### src/rtl/mwlf_pkg.sv
// Shared constants, types and command/status structs for the moving-window line fit.
package mwlf_pkg;

  // Field widths
  localparam int X_W    = 24;
  localparam int Y_W    = 24;
  localparam int RES_W  = 32;
  localparam int WS_W   = 6;

  // Window register reset value and the smallest sample count that gives a fit
  localparam logic [WS_W-1:0] WS_RESET = 6'd20;
  localparam int MIN_SAMPLES = 5;

  // Default ring depth and the numerator width that follows from it
  localparam int WINDOW_MAX_DEF = 32;
  localparam int LOG_DEF        = $clog2(WINDOW_MAX_DEF);
  localparam int NUM_W_DEF      = (2 * X_W + LOG_DEF) + (X_W + LOG_DEF) + 1;

  // Fraction shifts: Q12.12 inputs to Q16.16 results
  localparam int SLOPE_SHIFT = 16;
  localparam int ICPT_SHIFT  = 4;

  // Divider: 32 quotient bits plus one extra bit for rounding
  localparam int QUOT_W    = RES_W;
  localparam int DIV_STEPS = QUOT_W + 1;

  // Product sequencer: six products, each in two 32-bit halves of the wide operand
  localparam int MUL_HALF  = 32;
  localparam int MUL_OPS   = 12;
  localparam int MUL_CNT_W = 4;

  typedef enum logic [3:0] {
    ST_IDLE,
    ST_UPD_OLD,
    ST_UPD_NEW,
    ST_CHECK_N,
    ST_MUL,
    ST_DRAIN,
    ST_CHECK_D,
    ST_DIV_S,
    ST_WAIT_S,
    ST_DIV_I,
    ST_WAIT_I,
    ST_OUT
  } ctrl_state_e;

  typedef enum logic [1:0] {
    DV_IDLE,
    DV_CHECK,
    DV_STEP,
    DV_DONE
  } div_state_e;

  // Products of the normal equations
  typedef enum logic [2:0] {
    PR_N_SXX,
    PR_SX_SX,
    PR_N_SXY,
    PR_SX_SY,
    PR_SXX_SY,
    PR_SX_SXY
  } prod_e;

  typedef struct packed {
    logic  load;
    logic  upd_old;
    logic  upd_new;
    logic  mul_go;
    prod_e mul_sel;
    logic  mul_hi;
    logic  div_start;
    logic  div_slope;
    logic  out_load;
  } cmd_t;

  typedef struct packed {
    logic few;
    logic d_zero;
    logic div_done;
    logic out_free;
  } status_t;

endpackage

### src/rtl/mwlf_ctrl.sv
// Controller: sequences sum update, products, two divisions and the result load.
module mwlf_ctrl (
  input  logic              clk_i,
  input  logic              rst_ni,
  input  logic              in_valid_i,
  input  mwlf_pkg::status_t status_i,
  output mwlf_pkg::cmd_t    cmd_o,
  output logic              in_stall_o
);
  import mwlf_pkg::*;

  ctrl_state_e          state_q, state_d;
  logic [MUL_CNT_W-1:0] mul_cnt_q, mul_cnt_d;

  // State and product counter
  always_ff @(posedge clk_i or negedge rst_ni) begin
    if (!rst_ni) begin
      state_q   <= ST_IDLE;
      mul_cnt_q <= '0;
    end else begin
      state_q   <= state_d;
      mul_cnt_q <= mul_cnt_d;
    end
  end

  // Next state and commands
  always_comb begin
    state_d       = state_q;
    mul_cnt_d     = '0;
    cmd_o         = '0;
    cmd_o.mul_sel = prod_e'(mul_cnt_q[MUL_CNT_W-1:1]);
    cmd_o.mul_hi  = mul_cnt_q[0];
    in_stall_o    = 1'b1;
    case (state_q)
      ST_IDLE: begin
        in_stall_o = 1'b0;
        if (in_valid_i) begin
          cmd_o.load = 1'b1;
          state_d    = ST_UPD_OLD;
        end
      end
      ST_UPD_OLD: begin
        cmd_o.upd_old = 1'b1;
        state_d       = ST_UPD_NEW;
      end
      ST_UPD_NEW: begin
        cmd_o.upd_new = 1'b1;
        state_d       = ST_CHECK_N;
      end
      ST_CHECK_N: begin
        state_d = status_i.few ? ST_OUT : ST_MUL;
      end
      ST_MUL: begin
        cmd_o.mul_go = 1'b1;
        if (mul_cnt_q == MUL_CNT_W'(MUL_OPS - 1)) begin
          state_d = ST_DRAIN;
        end else begin
          mul_cnt_d = mul_cnt_q + 1'b1;
        end
      end
      ST_DRAIN: begin
        state_d = ST_CHECK_D;
      end
      ST_CHECK_D: begin
        state_d = status_i.d_zero ? ST_OUT : ST_DIV_S;
      end
      ST_DIV_S: begin
        cmd_o.div_start = 1'b1;
        cmd_o.div_slope = 1'b1;
        state_d         = ST_WAIT_S;
      end
      ST_WAIT_S: begin
        if (status_i.div_done) state_d = ST_DIV_I;
      end
      ST_DIV_I: begin
        cmd_o.div_start = 1'b1;
        state_d         = ST_WAIT_I;
      end
      ST_WAIT_I: begin
        if (status_i.div_done) state_d = ST_OUT;
      end
      ST_OUT: begin
        if (status_i.out_free) begin
          cmd_o.out_load = 1'b1;
          state_d        = ST_IDLE;
        end
      end
      default: begin
        state_d = ST_IDLE;
      end
    endcase
  end

endmodule

### config.mk
export PLATFORM = sky130hd
export DESIGN_NAME = mwlf_ctrl
export DESIGN_NICKNAME = d
export VERILOG_FILES = /design/src/rtl/mwlf_pkg.sv /design/src/rtl/mwlf_ctrl.sv
export SDC_FILE = /design/constraint.sdc
export NUM_CORES = 1
export LEC_CHECK = 0
export ABC_AREA = 1
export BUFFER_PORTS_ARGS = -buffer_cell sky130_fd_sc_hd__buf_2
export CAP_MARGIN = 10
export CORE_AREA = 2 2 39 41
export DETAILED_ROUTE_END_ITERATION = 7
export DIE_AREA = 0 0 41 43
export PLACE_DENSITY_LB_ADDON = 0.12
export SLEW_MARGIN = 20
export SYNTH_ARGS = -nofsm -noshare
export SYNTH_HDL_FRONTEND = slang
export SYNTH_SLANG_ARGS = --single-unit
### constraint.sdc
create_clock -name clk_i -period 2.4 [get_ports clk_i]
set_clock_uncertainty 0.15 [all_clocks]
set_input_delay 0.48 -clock clk_i [delete_from_list [all_inputs] [get_ports clk_i]]
set_output_delay 0.48 -clock clk_i [all_outputs]
set_load 0.01 [all_outputs]
**Word level (Yosys, flattened, before mapping)**

Index checks and enable logic that the tools add are counted.
Widths: inputs -> output; s select.

- Logic and storage cells: 43
- Register bits after elaboration: 8

- Reduce and logical (&&, ||, !) cells: 3
- Add/sub/neg operators: 1
- Equal/unequal tests: 17
- Multiplexer cells: 20

Operators with widths:

| cell | number |
|---|---|
| $pmux 4 s12 | 1 |
| $mux 4 | 9 |
| $eq 4x4->1 const B | 5 |
| $eq 4x3->1 const B | 4 |
| $mux 1 | 10 |
| $ne 2x2->1 const B | 5 |
| $eq 4x2->1 const B | 2 |
| $reduce_and 5->1 | 1 |
| $add 4x1->4 const B | 1 |
| $eq 4x1->1 const B | 1 |
| $logic_not 4->1 | 1 |
| $reduce_or 2->1 | 1 |

**Logic depth before layout (Yosys ltp)**

Gate-level depths: netlist of the first run.

- Depth in word-level cells: 3
- Gate-level depth with buffers: 8
- Depth with buffers taken out: 8

**Worst setup path after synthesis of the first run**

No wires, ideal clock.

- Path kind: reg2out
- Start point: register state_q[1]
- End point: output port cmd_o[7] in the netlist's numbering
- Cell stages (with the launch flop): 4
- Setup slack: 0.766 ns
- Data arrival time: 1.004 ns
- Cell sequence: dfrtp_1 -> nor2_1 -> inv_1 -> nor3_1

RTL lines:

| item | line | text |
|---|---|---|
| from (decl) | mwlf_ctrl.sv:12 | `ctrl_state_e state_q, state_d;` |
| from (signal assigned) | mwlf_ctrl.sv:21 | `state_q <= state_d;` |
| to (decl) | mwlf_ctrl.sv:7 | `output mwlf_pkg::cmd_t cmd_o,` |

==> run metrics, run 1 <==
CTS tree built; vias 548; Overflow after GRT 0; Period minus WS final 2090 ps; worst hold path depth 2; Die Width 41 microns; Row Count 14; core area 0.00138 sq mm; GRT met3 Usage 0.0942; Worst-path clk slew 60 ps; R2R depth 7; RSZ-0062 raised after global routing no; Hold EP state_q[2]; worst endpoint required time 1770 ps; buffers and inverters on the worst path 2; Critical R2R Launch state_q[3]; r2r setup slk 940 ps; largest net degree at the start of global routing 9; H-tree lvl count 1; EDFF count, synth 0; DR iter-0 viols 16; Util after Layout 0.503; number of diodes 0; TNS Setup 0 ps; 1st-pass router iterations 4; register area share after synthesis 0.362; fin. max-slew vios 0; headroom to the max-slew limit 0.755; Skew-Pair Late Insertion Delay 260 ps; gr usage total 0.169; Pleak 0.411 nW; Clock power frac 0.135; FF-to-FF End state_q[0]; input/output buffers 18; crit end category primary output; worst path cell trace nor2_1 > inv_1 > nor3_1 > buf_2; GR Util met2 0.228; initial core utilization 0.400; Cell Pwr Density 1110 mW/mm^2; DRT antenna net count 0; Max VDD drop 0.545 mV; pre-CTS setup slack 623 ps; flops & latches, synth 8; Crit path arrival time 1460 ps; die area 0.00176 sq mm; hold path start status_i[3]; GRT met1 Usage 0.223; Mean Syn Cell Area 6.91 sq um; postcts setup bufs 0; area leader, netlist dfrtp_1; Async SR Flop Fraction 1.00; first-pass GRT wire length 1950 microns; vias in the first global route 487; count of final setup violators 0; wire per inst 10.8 microns; YS warnings 0; Flop pwr share 0.305; Setup crit start kind flip-flop; Cell variety after synth 17; final setup margin 311 ps; Gate power share 0.560; total CTS buffers 3; Critical Path Slowest Stage Cell dfrtp_1; Die Ht 43 microns; Tightest Pin Transition 367 ps; Fin Hold WS 295 ps; Synth Flop Type dfrtp_1; Top delay family on crit path simple AND/OR/NAND/NOR gates; GPL Wtd Cong 0.794; Max FO, Critical Path 5; synth top area cells dfrtp_1, nand2_1, inv_1; Max clock buf depth 2; vias per inst 4.64; # clock sinks 8; most common cell in the synthesized netlist nand2_1; grt peak-use layer met2; initial antenna violation count 0; worst min path class in -> reg; Syn-to-layout area delta 25.8%; Final #Nets 112; Synth Cell Area 553 sq um; Post-Syn Nets 88; Post-Place Cells 114; Psw 0.000394 W; I/O pin cnt 19; Post-synth top cells nand2_1, inv_1, nor2_1, dfrtp_1, nand3_1; DRC Markers 0; crit-path max cell delay 450 ps; status finished, final reports clean; final WL 1280 microns; clock root buffer clkbuf_4; Mapped Cells 80; HPWL Detailed 975 microns; final hold vios 0; internal power 0.000378 W; part of the cycle the worst path needs 0.870; max_cap viols 0; Fmax 479 MHz; post-synth top area share 0.362; Switching Fraction 0.510; post-route insts no fill 118; share of cells above drive strength 1 0.333; WS Path Type reg -> out
-- cell type report --
cell class	instances	area (sq um)
Clock buffer	3	22.5
Fill cell	144	688
Inverter	16	62.6
Multi-Input combinational cell	56	290
Sequential cell	8	200
Tap cell	16	20.0
Timing Repair Buffer	19	100
-- cells by family after synthesis --
group | Yosys count | synth area share
xor+xnor | 2 | 0.0317
compound gates | 2 | 0.0181
buf+inv | 16 | 0.113
flops | 8 | 0.362
fa+ha+maj | 1 | 0.0226
simple gates | 51 | 0.452
-- power groups by stage --
stage / logic, W / clock network, W / registers, W
floorplan: 0.000317 / 0 / 0.000227
global placement: 0.000434 / 0 / 0.000232
detailed placement: 0.000427 / 0 / 0.000237
CTS: 0.000434 / 0.000111 / 0.000234
global route: 0.000489 / 0.000120 / 0.000241
finish: 0.000433 / 0.000104 / 0.000235
-- through the flow --
stage	cell area [sq um]	power, W
after global routing	696	0.000850
after CTS	696	0.000780
after floorplan	553	0.000544
after detailed placement	663	0.000664
after global placement	663	0.000666
final	696	0.000772
-- metal layers --
| metal | vias to the layer above | wire length, microns |
|---|---|---|
| met5 | - | 0 |
| met4 | 0 | 14 |
| met3 | 2 | 77 |
| met2 | 14 | 574 |
| met1 | 241 | 610 |
| li1 | 291 | - |
-- cell usage in the layout, fill, tap and decap left out, types with 3 or more instances in the layout --
cell type,Yosys,final
inv_1,13,13
nand3_1,8,8
nand2_2,4,4
nor3_1,3,3
nor2_1,12,12
nand2_1,17,17
clkbuf_4,0,3
buf_2,0,18
dfrtp_1,8,8
-- what timing repair did --
| action | in CTS | in global routing |
|---|---|---|
| endpoints found under the hold margin | 8 | 0 |
| hold buffers | 1 | 0 |
| resized for setup | 0 | 0 |
-- state kept, by name, indices dropped and copies added (netlist names) --
| name | cells |
|---|---|
| state_q | 4 |
| mul_cnt_q | 4 |
-- worst max path at each step --
stage / from / to / slack (ps) / depth (start not counted)
finish: state_q[3] / cmd_o[9] / 310 / 4
global route: state_q[3] / cmd_o[9] / 160 / 4
CTS: state_q[3] / cmd_o[9] / 310 / 4
detailed placement: state_q[3] / cmd_o[9] / 620 / 4
global placement: state_q[3] / cmd_o[9] / 590 / 4
floorplan: state_q[1] / cmd_o[7] / 770 / 3
-- worst reg2reg max path, delay by kind of cell, from the launching register on --
family / cells / cell delay [ps]
buffers and inverters: 1 / 60
DFF: 1 / 450
and+or+nand+nor: 6 / 720
Power figures use the tool's default switching activity.
==> run 2: changes to the inputs <==
--- a/config.mk
+++ b/config.mk
@@ -8,9 +8,11 @@
 export ABC_AREA = 1
 export BUFFER_PORTS_ARGS = -buffer_cell sky130_fd_sc_hd__buf_2
 export CAP_MARGIN = 10
-export CORE_AREA = 2 2 39 41
+export CORE_ASPECT_RATIO = 1.1
+export CORE_MARGIN = 2
+export CORE_UTILIZATION = 35
+export CTS_CLUSTER_SIZE = 40
 export DETAILED_ROUTE_END_ITERATION = 7
-export DIE_AREA = 0 0 41 43
 export PLACE_DENSITY_LB_ADDON = 0.12
 export SLEW_MARGIN = 20
 export SYNTH_ARGS = -nofsm -noshare
==> run metrics, run 2 (synthesized netlist as in run 1, its figures left out) <==
status finished, final reports clean; Area after DPL 664 sq um; worst endpoint required time 1770 ps; crit end category primary output; Gate power share 0.556; Syn-to-layout area delta 26.0%; commonest non-fill, non-tap cell in the layout buf_2; internal power 0.000378 W; WS Path Type reg -> out; Crit path arrival time 1380 ps; Die Ht 45.7 microns; TNS Setup 0 ps; DRT antenna net count 0; die area 0.00191 sq mm; initial core utilization 0.364; Skew-Pair Late Insertion Delay 250 ps; Max VDD drop 0.361 mV; worst path cell trace nor2_1 > inv_1 > nor3_1 > buf_2; Cell Pwr Density 1090 mW/mm^2; Period minus WS final 2010 ps; R2R depth 6; worst hold path depth 2; Clock power frac 0.132; Overflow after GRT 0; Tightest Pin Transition 310 ps; crit-path max cell delay 460 ps; Seq. cell area 200 sq um; count of final setup violators 0; Top delay family on crit path flip-flops; 1st-pass router iterations 2; CTS tree built; Final #Nets 112; gr usage total 0.149; Final Cell Area 697 sq um; Max FO, Critical Path 7; Fmax 498 MHz; # clock sinks 8; Psw 0.000385 W; buffers and inverters on the worst path 2; max_cap viols 0; Switching Fraction 0.505; DR iter-0 viols 3; first-pass GRT wire length 2120 microns; most frequent cells in the layout buf_2, nand2_1, inv_1; Critical Path Slowest Stage Cell dfrtp_1; share of cells above drive strength 1 0.333; part of the cycle the worst path needs 0.837; I/O pin cnt 19; H-tree lvl count 1; wire per inst 10.3 microns; HPWL Detailed 997 microns; Die Width 41.9 microns; Post-CTS Resized 0; GPL Wtd Cong 0.761; total CTS buffers 3; DRC Markers 0; vias in the first global route 533; vias 544; Flop pwr share 0.312; CP Depth 4; clock root buffer clkbuf_4; multi-input logic area 290 sq um; Util after Layout 0.458; worst min path class in -> reg; input/output buffers 18; Pwr Total 0.000763 W; final hold vios 0; RSZ-0062 raised after global routing no; Fin Hold WS 277 ps; headroom to the max-slew limit 0.792; Setup crit start kind flip-flop; Top Registers mul_cnt_q: 4 flops, state_q: 4 flops; Pleak 0.411 nW; fin. max-slew vios 0; Row Count 15; Worst-path clk slew 50 ps; vias per inst 4.57; number of diodes 0; Max clock buf depth 2; initial antenna violation count 0; largest net degree at the start of global routing 9; core area 0.00152 sq mm; final WL 1220 microns; fillcell total 173
==> run 2: cell counts in the layout (fill, tap and decap cells not counted) <==
No cell type changed its count.
==> run 2: cell type report <==
class / count / area share
multi-input cells: 56 / 0.417
flip-flops and latches: 8 / 0.287
repair buffers: 19 / 0.144
clock buffers: 3 / 0.0323
inverters: 16 / 0.0898
well taps: 17 / 0.0305
==> run 2: power groups by stage <==
stage	clock (W)	sequential (W)	combinational (W)
6_report	0.000101	0.000238	0.000424
5_1_grt	0.000112	0.000248	0.000478
4_1_cts	0.000108	0.000238	0.000432
3_5_place_dp	0	0.000240	0.000430
3_3_place_gp	0	0.000239	0.000430
2_1_floorplan	0	0.000227	0.000317
==> run 2: path summary, 6_finish.rpt <==
path / from / end / slack, ps
min in group asynchronous: rst_ni / mul_cnt_q[3] / 450
max reg2reg: state_q[1] / state_q[3] / 970
min reg2reg: mul_cnt_q[0] / mul_cnt_q[0] / 340
max in group asynchronous: rst_ni / mul_cnt_q[2] / 1480
min: status_i[3] / state_q[2] / 280
max: state_q[1] / cmd_o[7] / 390
==> run 2: timing repair <==
action,CTS,global route
endpoints found under the hold margin,8,0
buffers inserted,0,0
hold buffers,1,0
==> run 2: worst reg2reg max path, stage by stage (launching register included) <==
cell,delay [ps]
dfrtp_1,460
nor2_1,290
nand3_2,170
nand2_2,90
nor2_2,40
nand2_1,60
nand2_1,60
==> run 2: metal layers <==
metal  vias to the layer above  GRT usage  share of wire
met4                         0     0.0968          0.024
li1                        290          -              -
met3                         4     0.0119          0.053
met5                         -          0              0
met1                       231      0.169           0.45
met2                        19      0.272           0.47
==> run 2: per-stage QoR <==
stage | cells | setup slack (ps)
after floorplan | 80 | 766
after global placement | 115 | 686
after detailed placement | 115 | 654
after CTS | 119 | 370
after global routing | 119 | 251
final | 119 | 391
